--- src/rtl/cxpc_pkg.sv ---
// Shared types and constants for the chained XOR packet cipher.
package cxpc_pkg;

  // Opcodes of an input word
  localparam logic [1:0] OP_SEED = 2'd0;
  localparam logic [1:0] OP_ENC  = 2'd1;
  localparam logic [1:0] OP_DEC  = 2'd2;

  // Result status codes
  localparam logic [1:0] STAT_OK    = 2'd0;
  localparam logic [1:0] STAT_SHORT = 2'd1;
  localparam logic [1:0] STAT_NOKEY = 2'd2;

  // Key schedule constants
  localparam logic [31:0] SEED_XOR = 32'h9C30D539;
  localparam logic [31:0] KEY_HIGH = 32'h930FD7E2;
  localparam logic [31:0] HIGH_XOR = 32'h7C72E993;
  localparam logic [31:0] KEY_STEP = 32'h287EFFC3;

  // Result group and output queue sizing
  localparam int GRP_MAX = 4;
  localparam int GRP_CW  = 3;
  localparam int Q_DEPTH = 8;
  localparam int Q_AW    = 3;
  localparam int Q_CW    = 4;

  // One accepted input word
  typedef struct packed {
    logic [1:0]  opcode;
    logic [7:0]  data_byte;
    logic [31:0] seed;
    logic        last_byte;
  } item_t;

  // One result word
  typedef struct packed {
    logic [7:0] data;
    logic       last;
    logic [1:0] status;
  } res_t;

  // All result words caused by one input word
  typedef struct packed {
    logic [GRP_CW-1:0]      cnt;
    res_t [GRP_MAX-1:0]     res;
  } grp_t;

  // Output queue status toward the front end
  typedef struct packed {
    logic            room;
    logic [Q_CW-1:0] count;
  } qstat_t;

endpackage

--- src/rtl/cxpc_core.sv ---
// Cipher state and single-pass transform of one input word into a result group.
module cxpc_core (
  input  logic                 clk,
  input  logic                 rst_n,
  input  logic                 fire,
  input  cxpc_pkg::item_t      item,
  output cxpc_pkg::grp_t       grp
);

  localparam int GRP_CW  = cxpc_pkg::GRP_CW;
  localparam int GRP_MAX = cxpc_pkg::GRP_MAX;

  logic [63:0] enc_key_r, enc_key_nxt;
  logic [63:0] dec_key_r, dec_key_nxt;
  logic        key_vld_r, key_vld_nxt;
  logic [2:0]  pos_r, pos_nxt;
  logic        past_head_r, past_head_nxt;
  logic [7:0]  chain_r, chain_nxt;
  logic [7:0]  head_r [3];
  logic [7:0]  head_nxt [3];
  logic [31:0] plain_r, plain_nxt;

  function automatic logic [7:0] key_byte(input logic [63:0] k, input logic [2:0] i);
    key_byte = k[{i, 3'b000} +: 8];
  endfunction

  // Key advance at packet end: low word is XORed with the plaintext head,
  // upper word is bumped as a big-endian value
  function automatic logic [63:0] next_key(input logic [63:0] k, input logic [31:0] ph);
    logic [31:0] be;
    logic [31:0] sum;
    be  = {k[39:32], k[47:40], k[55:48], k[63:56]};
    sum = be + cxpc_pkg::KEY_STEP;
    next_key = {sum[7:0], sum[15:8], sum[23:16], sum[31:24], k[31:0] ^ ph};
  endfunction

  logic        enc;
  logic [63:0] key;
  logic [1:0]  hp;
  logic [31:0] sr, w0, w1;
  logic [7:0]  b, h0, h1, h2, h3;
  logic [7:0]  c0, c1, c2, c3, r0, r1, r2, r3, rb;
  logic        do_upd;

  always_comb begin
    enc           = (item.opcode == cxpc_pkg::OP_ENC);
    key           = enc ? enc_key_r : dec_key_r;
    b             = item.data_byte;
    hp            = pos_r[1:0];
    enc_key_nxt   = enc_key_r;
    dec_key_nxt   = dec_key_r;
    key_vld_nxt   = key_vld_r;
    pos_nxt       = pos_r;
    past_head_nxt = past_head_r;
    chain_nxt     = chain_r;
    plain_nxt     = plain_r;
    for (int i = 0; i < 3; i++) begin
      head_nxt[i] = head_r[i];
    end
    grp    = '0;
    do_upd = 1'b0;

    // seed derivation
    sr = item.seed ^ cxpc_pkg::SEED_XOR;
    w0 = {sr[12:0], sr[31:13]};
    w1 = w0 ^ cxpc_pkg::KEY_HIGH ^ cxpc_pkg::HIGH_XOR;

    // body byte
    rb = b ^ key_byte(key, pos_r) ^ chain_r;

    // head fix-up, both directions
    h0 = head_r[0];
    h1 = head_r[1];
    h2 = head_r[2];
    h3 = b;
    if (enc) begin
      c0 = h0 ^ key_byte(key, 3'd0);
      c1 = h1 ^ key_byte(key, 3'd1) ^ c0;
      c2 = h2 ^ key_byte(key, 3'd2) ^ c1;
      c3 = h3 ^ key_byte(key, 3'd3) ^ c2;
      r3 = c3 ^ key_byte(key, 3'd2);
      r2 = c2 ^ key_byte(key, 3'd3) ^ r3;
      r1 = c1 ^ key_byte(key, 3'd4) ^ r2;
      r0 = c0 ^ key_byte(key, 3'd5) ^ r1;
    end else begin
      c3 = h3 ^ key_byte(key, 3'd2);
      c2 = h2 ^ key_byte(key, 3'd3) ^ h3;
      c1 = h1 ^ key_byte(key, 3'd4) ^ h2;
      c0 = h0 ^ key_byte(key, 3'd5) ^ h1;
      r0 = c0 ^ key_byte(key, 3'd0);
      r1 = c1 ^ key_byte(key, 3'd1) ^ c0;
      r2 = c2 ^ key_byte(key, 3'd2) ^ c1;
      r3 = c3 ^ key_byte(key, 3'd3) ^ c2;
    end

    if (fire) begin
      case (item.opcode)
        cxpc_pkg::OP_SEED: begin
          enc_key_nxt   = {w1, w0};
          dec_key_nxt   = {w1, w0};
          key_vld_nxt   = 1'b1;
          pos_nxt       = '0;
          past_head_nxt = 1'b0;
          chain_nxt     = '0;
        end
        cxpc_pkg::OP_ENC, cxpc_pkg::OP_DEC: begin
          if (!key_vld_r) begin
            // no key yet: pass through
            grp.cnt           = GRP_CW'(1);
            grp.res[0].data   = b;
            grp.res[0].last   = item.last_byte;
            grp.res[0].status = cxpc_pkg::STAT_NOKEY;
          end else if (past_head_r) begin
            grp.cnt           = GRP_CW'(1);
            grp.res[0].data   = rb;
            grp.res[0].last   = item.last_byte;
            grp.res[0].status = cxpc_pkg::STAT_OK;
            chain_nxt         = enc ? rb : b;
            pos_nxt           = pos_r + 3'd1;
            do_upd            = item.last_byte;
          end else if (hp != 2'd3) begin
            head_nxt[hp] = b;
            if (item.last_byte) begin
              // short packet: flush buffered bytes unchanged
              for (int i = 0; i < 3; i++) begin
                if (2'(i) < hp) begin
                  grp.res[i].data   = head_r[i];
                  grp.res[i].last   = 1'b0;
                  grp.res[i].status = cxpc_pkg::STAT_SHORT;
                end
              end
              grp.res[hp].data   = b;
              grp.res[hp].last   = 1'b1;
              grp.res[hp].status = cxpc_pkg::STAT_SHORT;
              grp.cnt            = {1'b0, hp} + GRP_CW'(1);
              pos_nxt            = '0;
              past_head_nxt      = 1'b0;
              chain_nxt          = '0;
            end else begin
              pos_nxt = pos_r + 3'd1;
            end
          end else begin
            // fourth head byte: emit the whole head
            grp.cnt           = GRP_CW'(GRP_MAX);
            grp.res[0].data   = r0;
            grp.res[1].data   = r1;
            grp.res[2].data   = r2;
            grp.res[3].data   = r3;
            grp.res[0].last   = 1'b0;
            grp.res[1].last   = 1'b0;
            grp.res[2].last   = 1'b0;
            grp.res[3].last   = item.last_byte;
            for (int i = 0; i < GRP_MAX; i++) begin
              grp.res[i].status = cxpc_pkg::STAT_OK;
            end
            plain_nxt     = enc ? {h3, h2, h1, h0} : {r3, r2, r1, r0};
            chain_nxt     = c3;
            pos_nxt       = 3'd4;
            past_head_nxt = 1'b1;
            do_upd        = item.last_byte;
          end
        end
        default: ;
      endcase
    end

    // end of packet: advance that direction's key
    if (do_upd) begin
      if (enc) begin
        enc_key_nxt = next_key(enc_key_r, plain_nxt);
      end else begin
        dec_key_nxt = next_key(dec_key_r, plain_nxt);
      end
      pos_nxt       = '0;
      past_head_nxt = 1'b0;
      chain_nxt     = '0;
    end
  end

  // control and key state
  always_ff @(posedge clk) begin
    if (!rst_n) begin
      enc_key_r   <= '0;
      dec_key_r   <= '0;
      key_vld_r   <= 1'b0;
      pos_r       <= '0;
      past_head_r <= 1'b0;
      chain_r     <= '0;
    end else begin
      enc_key_r   <= enc_key_nxt;
      dec_key_r   <= dec_key_nxt;
      key_vld_r   <= key_vld_nxt;
      pos_r       <= pos_nxt;
      past_head_r <= past_head_nxt;
      chain_r     <= chain_nxt;
    end
  end

  // head buffer and plaintext head, written before read
  always_ff @(posedge clk) begin
    for (int i = 0; i < 3; i++) begin
      head_r[i] <= head_nxt[i];
    end
    plain_r <= plain_nxt;
  end

endmodule

--- src/rtl/cxpc_outq.sv ---
// Output queue: takes a group of up to four result words, drains one per cycle while out_ready is high.
module cxpc_outq (
  input  logic               clk,
  input  logic               rst_n,
  input  cxpc_pkg::grp_t     grp,
  output cxpc_pkg::res_t     head,
  output logic               out_valid,
  input  logic               out_ready,
  output cxpc_pkg::qstat_t   qstat
);

  localparam int AW      = cxpc_pkg::Q_AW;
  localparam int CW      = cxpc_pkg::Q_CW;
  localparam int GRP_CWI = cxpc_pkg::GRP_CW;

  cxpc_pkg::res_t  q_r [cxpc_pkg::Q_DEPTH];
  logic [AW-1:0]   wr_ptr_r, wr_ptr_nxt;
  logic [AW-1:0]   rd_ptr_r, rd_ptr_nxt;
  logic [CW-1:0]   cnt_r, cnt_nxt;
  logic            pop;

  // pointer and fill bookkeeping
  always_comb begin
    pop        = out_valid && out_ready;
    wr_ptr_nxt = wr_ptr_r + AW'(grp.cnt);
    rd_ptr_nxt = rd_ptr_r + AW'(pop);
    cnt_nxt    = cnt_r + CW'(grp.cnt) - CW'(pop);
  end

  assign out_valid   = (cnt_r != '0);
  assign head        = q_r[rd_ptr_r];
  assign qstat.count = cnt_r;
  assign qstat.room  = (cnt_r <= CW'(cxpc_pkg::Q_DEPTH - cxpc_pkg::GRP_MAX));

  always_ff @(posedge clk) begin
    if (!rst_n) begin
      wr_ptr_r <= '0;
      rd_ptr_r <= '0;
      cnt_r    <= '0;
    end else begin
      wr_ptr_r <= wr_ptr_nxt;
      rd_ptr_r <= rd_ptr_nxt;
      cnt_r    <= cnt_nxt;
    end
  end

  // group write at consecutive slots
  always_ff @(posedge clk) begin
    for (int i = 0; i < cxpc_pkg::GRP_MAX; i++) begin
      if (GRP_CWI'(i) < grp.cnt) begin
        q_r[wr_ptr_r + AW'(i)] <= grp.res[i];
      end
    end
  end

endmodule

--- src/rtl/chained_xor_packet_cipher_top.sv ---
// Top level of the chained XOR packet cipher.
//
// Input channel (in_valid/in_ready) takes one word per cycle while in_ready is
// high: a seed load (opcode 0), an encrypt byte (1) or a decrypt byte (2);
// opcode 3 is dropped. Result channel (out_valid/out_ready) gives result
// bytes, each with its last flag and status.
// A result passes the input register, then the transform into the output
// queue, before it leaves.
// Throughput: one input word per cycle while in_ready is high. The first three
// bytes of a packet give no result; the fourth gives a burst of four, which
// the eight-word output queue absorbs, so a long stream with a ready receiver
// runs at one byte per cycle. in_ready drops only when the queue holds more
// than four words and the input register is occupied; a stalled receiver
// thus backs up into the input once more than four words are queued, with
// up to eight queued words plus one held word absorbed.
// Reset clears the keys, the key-valid flag, the packet position and the
// queue; bytes arriving before a seed load pass through with status 2.
module chained_xor_packet_cipher_top (
  input  logic        clk,
  input  logic        rst_n,
  input  logic        in_valid,
  output logic        in_ready,
  input  logic [1:0]  in_opcode,
  input  logic [7:0]  in_data_byte,
  input  logic [31:0] in_seed,
  input  logic        in_last_byte,
  output logic        out_valid,
  input  logic        out_ready,
  output logic [7:0]  out_byte,
  output logic        out_last,
  output logic [1:0]  out_status
);

  cxpc_pkg::item_t  item_r, item_nxt;
  logic             item_vld_r, item_vld_nxt;
  logic             in_fire, adv;
  cxpc_pkg::grp_t   grp;
  cxpc_pkg::res_t   head;
  cxpc_pkg::qstat_t qstat;

  // input register, released when the queue can take a full group
  always_comb begin
    adv          = item_vld_r && qstat.room;
    in_ready     = !item_vld_r || qstat.room;
    in_fire      = in_valid && in_ready;
    item_vld_nxt = in_fire || (item_vld_r && !adv);
    item_nxt     = item_r;
    if (in_fire) begin
      item_nxt.opcode    = in_opcode;
      item_nxt.data_byte = in_data_byte;
      item_nxt.seed      = in_seed;
      item_nxt.last_byte = in_last_byte;
    end
  end

  always_ff @(posedge clk) begin
    if (!rst_n) begin
      item_vld_r <= 1'b0;
    end else begin
      item_vld_r <= item_vld_nxt;
    end
  end

  always_ff @(posedge clk) begin
    item_r <= item_nxt;
  end

  cxpc_core u_core (
    .clk   (clk),
    .rst_n (rst_n),
    .fire  (adv),
    .item  (item_r),
    .grp   (grp)
  );

  cxpc_outq u_outq (
    .clk       (clk),
    .rst_n     (rst_n),
    .grp       (grp),
    .head      (head),
    .out_valid (out_valid),
    .out_ready (out_ready),
    .qstat     (qstat)
  );

  assign out_byte   = head.data;
  assign out_last   = head.last;
  assign out_status = head.status;

`ifndef SYNTH
  // queue never fills past its depth
  a_q_bound: assert property (@(posedge clk) disable iff (!rst_n)
    qstat.count <= cxpc_pkg::Q_CW'(cxpc_pkg::Q_DEPTH))
    else $error("output queue overfilled");

  // a held input word stays put until the queue releases it
  a_item_hold: assert property (@(posedge clk) disable iff (!rst_n)
    (item_vld_r && !adv) |=> (item_vld_r && $stable(item_r)))
    else $error("held input word lost or changed");

  // a word can only be pushed when the queue had room
  a_push_room: assert property (@(posedge clk) disable iff (!rst_n)
    (grp.cnt != '0) |-> qstat.room)
    else $error("result group pushed without room");

  // reset empties the queue
  a_rst_empty: assert property (@(posedge clk)
    !rst_n |=> !out_valid)
    else $error("result word present after reset");
`endif

endmodule
--- config.mk ---
export PLATFORM = sky130hd
export DESIGN_NAME = chained_xor_packet_cipher_top
export DESIGN_NICKNAME = d
export VERILOG_FILES = /design/src/rtl/cxpc_pkg.sv /design/src/rtl/cxpc_core.sv /design/src/rtl/cxpc_outq.sv /design/src/rtl/chained_xor_packet_cipher_top.sv
export SDC_FILE = /design/constraint.sdc
export NUM_CORES = 1
export LEC_CHECK = 0
export BUFFER_PORTS_ARGS = -buffer_cell sky130_fd_sc_hd__buf_4
export CAP_MARGIN = 10
export CORE_MARGIN = 1.5
export CORE_UTILIZATION = 58
export DETAILED_ROUTE_END_ITERATION = 16
export PLACE_DENSITY_LB_ADDON = 0.15
export SYNTH_ARGS = -nofsm -noshare
export SYNTH_HDL_FRONTEND = slang
export SYNTH_SLANG_ARGS = --single-unit
--- constraint.sdc ---
create_clock -name clk -period 9.05 [get_ports clk]
set_clock_uncertainty 0.1 [all_clocks]
set_input_delay 0.905 -clock clk [delete_from_list [all_inputs] [get_ports clk]]
set_output_delay 0.905 -clock clk [all_outputs]
set_load 0.01 [all_outputs]
Yosys cells after proc, flatten, opt, wreduce, memory -nomap -nowiden
Memories as Yosys holds them, arrays and structs flattened. A register that Yosys moved wholly into a read port is not among the register bits.
Cells that the tools add are included.
W data, S select, Z words.
Storage, ports and cells
  memories: 2
  logic and storage cells: 198
  bits in writable memories: 112
  output and inout bits: 13
  input port bits: 47
  bits in registers: 227
Memories
  u_outq.q_r: words 8, width 11, rd ports 1, clocked after Yosys merged registers in 1, wr ports 4, line cxpc_outq.sv:16  | cxpc_pkg::res_t q_r [cxpc_pkg::Q_DEPTH];
  u_core.head_r: words 3, width 8, rd ports 3, clocked after Yosys merged registers in 0, wr ports 3, line cxpc_core.sv:19  | logic [7:0] head_r [3];
Cells by class
  $add $sub $neg: 11
  order comparisons: 12
  equal/unequal tests: 5
  bitwise gates (word level): 37
  reductions and logical operators: 18
  muxes and demuxes: 97
  shift-type cells: 1
Operator list (count)
  $mux W64: 9
  $mux W11: 24
  $xor A8 B8 Y8: 30
  $mux W32: 6
  $mux W47: 4
  $bwmux W44: 3
  $mux W24: 5
  $mux W8: 11
  $demux W11 S2: 3
  $mux W33: 2
  $add A32 B30 Y32 const B: 2
  $shiftx A64 B7 Y8: 1
  $xor A32 B32 Y32: 2
  $not A18 Y18: 2
  $bwmux W24: 1
  $mux W3: 8
  $demux W8 S2: 1
  $mux W1: 16
  $pmux W8 S2: 1
  $not A15 Y15: 1
  $add A3 B1 Y3 const B: 2
  $add A3 B2 Y3 const B: 2
  $logic_and A1 B1 Y1: 6
  $lt A1 B3 Y1 const A: 2
  other kinds (32): 37

Longest topological paths before layout
  depth after elaboration: 20
  gate-level depth with buffers: 17
  depth with buffers taken out: 13

By module
A second synthesis with hierarchy kept.
Unflattened totals
  cells, all modules: 2497
  area, all modules: 22786.9 µm²
Modules (own cells, without submodules)
  cxpc_core: area an instance 14829.2 µm², cells an instance 1828, sequential area each 4184.0 µm², instances 1
  cxpc_outq: area an instance 6601.3 µm², cells an instance 620, sequential area each 2842.7 µm², instances 1
  chained_xor_packet_cipher_top: area an instance 1356.3 µm², cells an instance 49, sequential area each 1311.3 µm², instances 1

Least setup slack after synthesis
No wires, ideal clock.
  path type: reg2reg
  start: register item_r[41] (netlist bit)
  end: register u_outq.cnt_r[3]
  slack: 5.625 ns
  cell stages (with the launch flop): 18
  arrival time: 3.197 ns
  period minus slack after synthesis: 3.425 ns
  setup time: 0.128 ns
  required time: 8.822 ns
  buffers on the path: 4
  cells stage by stage: edfxtp_1 -> inv_1 -> ha_1 -> and4b_1 -> clkbuf_1 -> nand2_1 -> buf_2 -> buf_1 -> nor2_1 -> clkbuf_1 -> nand2_1 -> ha_1 -> inv_1 -> ha_1 -> a21o_1 -> a21oi_1 -> xnor2_1 -> nor2_1
Between the ends
  longest elaborated chain between the ends: 6
  elaborated cells between the ends (all ways): 7
  classes of those cells: add/sub (2); eq/ne (2); mux (2); reduce/logical (1)
Ends and longest elaborated chain
  from (decl): line chained_xor_packet_cipher_top.sv:34  | cxpc_pkg::item_t item_r, item_nxt;
  from (signal assigned): line chained_xor_packet_cipher_top.sv:65  | item_r <= item_nxt;
  $eq A2 B2 Y1 / $eq A2 B1 Y1 (equally long branches): line cxpc_core.sv:97  | case (item.opcode)
  $reduce_or A2 Y1 *: line cxpc_core.sv:97
  $mux W47 *: line cxpc_core.sv:97
  $mux W47 *: line cxpc_core.sv:96  | if (fire) begin
  $add A4 B3 Y4 *: line cxpc_outq.sv:27  | cnt_nxt = cnt_r + CW'(grp.cnt) - CW'(pop);
  $sub A4 B1 Y4 *: line cxpc_outq.sv:27
  to (signal assigned): line cxpc_outq.sv:43  | cnt_r <= cnt_nxt;
  to (decl): line cxpc_outq.sv:19  | logic [CW-1:0] cnt_r, cnt_nxt;
Every way passes the cells marked *; elsewhere a longest branch is shown, timed or not.
A chain may end at the register's enable or synchronous reset.

Final worst setup path
Same ends and word-level chain as after synthesis.

==> out/results.txt <==
Post-synth EDFFs: 155
Clock Tree Buf Depth: 3
Area of the multi-input gates: 12500 sq um
Clk slew on worst S/H paths: 60 ps
Residual DRC: 0
WP data required: 9360 ps
Die area: 38600 sq um
CTS tree: done
Vias in the first global route: 19100
Final worst slack: 4270 ps
Port bufs: 59
Met2 wire len: 36200 um
FP Rows: 70
Critical Path Fanout Max: 21
P&R area growth vs syn: 8.92%
Total grt overflow: 0
Post-Synthesis Cell Area: 21700 sq um
DR vias: 19900
Final Hold Fails: 0
Main synth FF type: dfxtp_1
# diodes: 0
F_max: 209 MHz
Final min period: 4780 ps
Total CTS buffers: 39
H-tree levels: 2
Area contributors post-synth: edfxtp_1 21%, dfxtp_1 17%, nor2_1 5.6%
Drt pass-1 iters: 6
Synth cell types: 92
M1 WL: 28700 um
Share of post-route cells with drive strength above 1: 0.117
CTS-repair resized insts: 0
Final setup violation count: 0
ANT nets after route: 0
Synth Instances: 2384
Share of the synthesized area in the top cell type: 0.214
Drt initial violations: 2518
Ys async rst share: 0
Global-route wire length before repair: 118000 um
Largest net degree at the start of global routing: 74
Worst min-delay path category: flip-flop to flip-flop
# IOs: 60
Yosys top cell by area: edfxtp_1
Routed Wire Length: 78300 um
VDD IR-drop max: 0.192 mV
Max-Cap Viols: 0
Storage cell area: 8340 sq um
Slew margin rel.: 0.181
Seq/Total Area, Yosys: 0.384
WP data arrival: 5090 ps
R2r setup slk: 4270 ps
Clock tree sinks: 339
Setup TNS: 0 ps
Initial antenna violation count: 0
Leakage power: 8.51 nW
GR Util All Layers: 0.407
Vias per inst: 6.96
Crit Path Class: flip-flop to flip-flop
CTS Hold Bufs: 0
Initial core utilization: 0.591
# nets final: 2429
Post-CTS setup buffer count: 0
CP Capture Type: flip-flop
Inst Count DP: 2786
RSZ-0062 raised after global routing: no
Die width: 197 um
Gpl congestion: 1.00
Part of the cycle the worst path needs: 0.528
Cell Pwr Density: 178 nW/um^2
Mean Syn Cell Area: 9.12 sq um
Final hold slack: 370 ps
Die H: 197 um
Startpoint Class: flip-flop
Post-synthesis register bit count: 339
Routed met3 length: 7660 um
Non-filler cells, final: 2858
DP Worst Slack: 4420 ps
Worst slew pin tran: 1210 ps
Status: finished, final reports clean
Fillers: 3050
Top Metal Used: met4
WL/cell: 27.4 um
Detail Placement HPWL: 55500 um
Core box area: 36800 sq um
CTS root buf: clkbuf_16
Syn Nets: 2454
Max-slew violation count: 0
Later-pin clock latency in the skew report: 580 ps
Synthesis Warnings: 0
==> path summary, 6_finish.rpt <==
check / from / to / cells past startpoint
setup reg to reg: item_r[41] / u_outq.cnt_r[3] / 13
setup / recovery: item_r[41] / u_outq.cnt_r[3] / 13
hold reg to reg: u_core.enc_key_r[25] / u_core.enc_key_r[25] / 2
hold / removal: u_core.enc_key_r[25] / u_core.enc_key_r[25] / 2
==> per-stage QoR <==
step                cell area, sq um  total power [W]   util
finish                         23700          0.00420  0.644
detailed placement             22400          0.00267  0.610
floorplan                      21700          0.00239      -
global placement               22400          0.00265  0.610
global route                   23700          0.00434  0.644
CTS                            23700          0.00420  0.644
==> cell type report <==
class                      count  area share
clock buffer                  61      0.0490
clock inverter                11     0.00280
timing repair buffer         110      0.0349
sequential                   339       0.352
multi-input combinational   1828       0.530
tap                          468      0.0247
inverter                      41     0.00661
==> state kept, by name, indices dropped and copies added, names as in the netlist, 4 cells and up <==
register,count
u_outq.q_r,88
u_core.dec_key_r,64
u_core.enc_key_r,64
item_r,43
u_core.plain_r,32
u_core.head_r,24
u_core.chain_r,8
u_outq.cnt_r,4
==> power breakdown <==
part	total, W	leakage [nW]	internal [W]	switching [W]
Clock	0.00155	0.601	0.000885	0.000663
Combinational	0.000864	4.97	0.000379	0.000485
Sequential	0.00179	2.94	0.00168	0.000108
Total	0.00420	8.51	0.00295	0.00126
==> cells in the mapped netlist, types with 14 or more instances <==
library cell	instances
buf_1	17
mux2_2	16
inv_1	36
mux2i_1	93
a22oi_1	64
clkbuf_1	136
buf_2	14
xnor3_1	18
a211oi_1	68
nand2_1	200
xnor2_1	132
o21ai_0	152
dfxtp_1	184
xor2_1	54
nor2_1	327
ha_1	21
edfxtp_1	155
a221oi_1	43
nor3_1	63
and2_1	33
a21oi_1	163
mux4_2	39
nand3_1	37
o22ai_1	42
==> layout by cell type, fill, tap and decap left out, types with 54 or more instances in the layout <==
cell type / instances
nor2_1: 322
nand2_1: 200
dfxtp_1: 184
a21oi_1: 163
edfxtp_1: 155
o21ai_0: 152
xnor2_1: 132
buf_4: 110
mux2i_1: 93
a211oi_1: 68
a22oi_1: 64
nor3_1: 62
xor2_1: 54
==> kinds of logic after synthesis <==
| logic type | count (synthesis) | share of synthesized area |
|---|---|---|
| buffers and inverters | 217 | 0.0414 |
| multiplexers | 154 | 0.0973 |
| flip-flops | 339 | 0.384 |
| XOR/XNOR | 211 | 0.0995 |
| AO/OA/AOI/OAI | 692 | 0.212 |
| adder cells (fa/ha/maj) | 23 | 0.0139 |
| AND/OR/NAND/NOR | 748 | 0.152 |
==> per-layer routing <==
layer,global-route usage,vias up
met4,0.274,0
met1,0.495,9429
li1,-,8765
met3,0.0698,345
met5,0,-
met2,0.666,1354
==> worst max-delay path: stages, from the launching register on <==
cell	delay, ps
edfxtp_1	420
inv_1	70
ha_1	440
and4b_1	420
nand2_1	520
nor2_1	1050
nand2_1	340
ha_1	380
inv_1	60
ha_1	270
a21o_1	160
a21oi_1	190
xnor2_1	150
nor2_1	50
(Power assumes the default switching activity.)
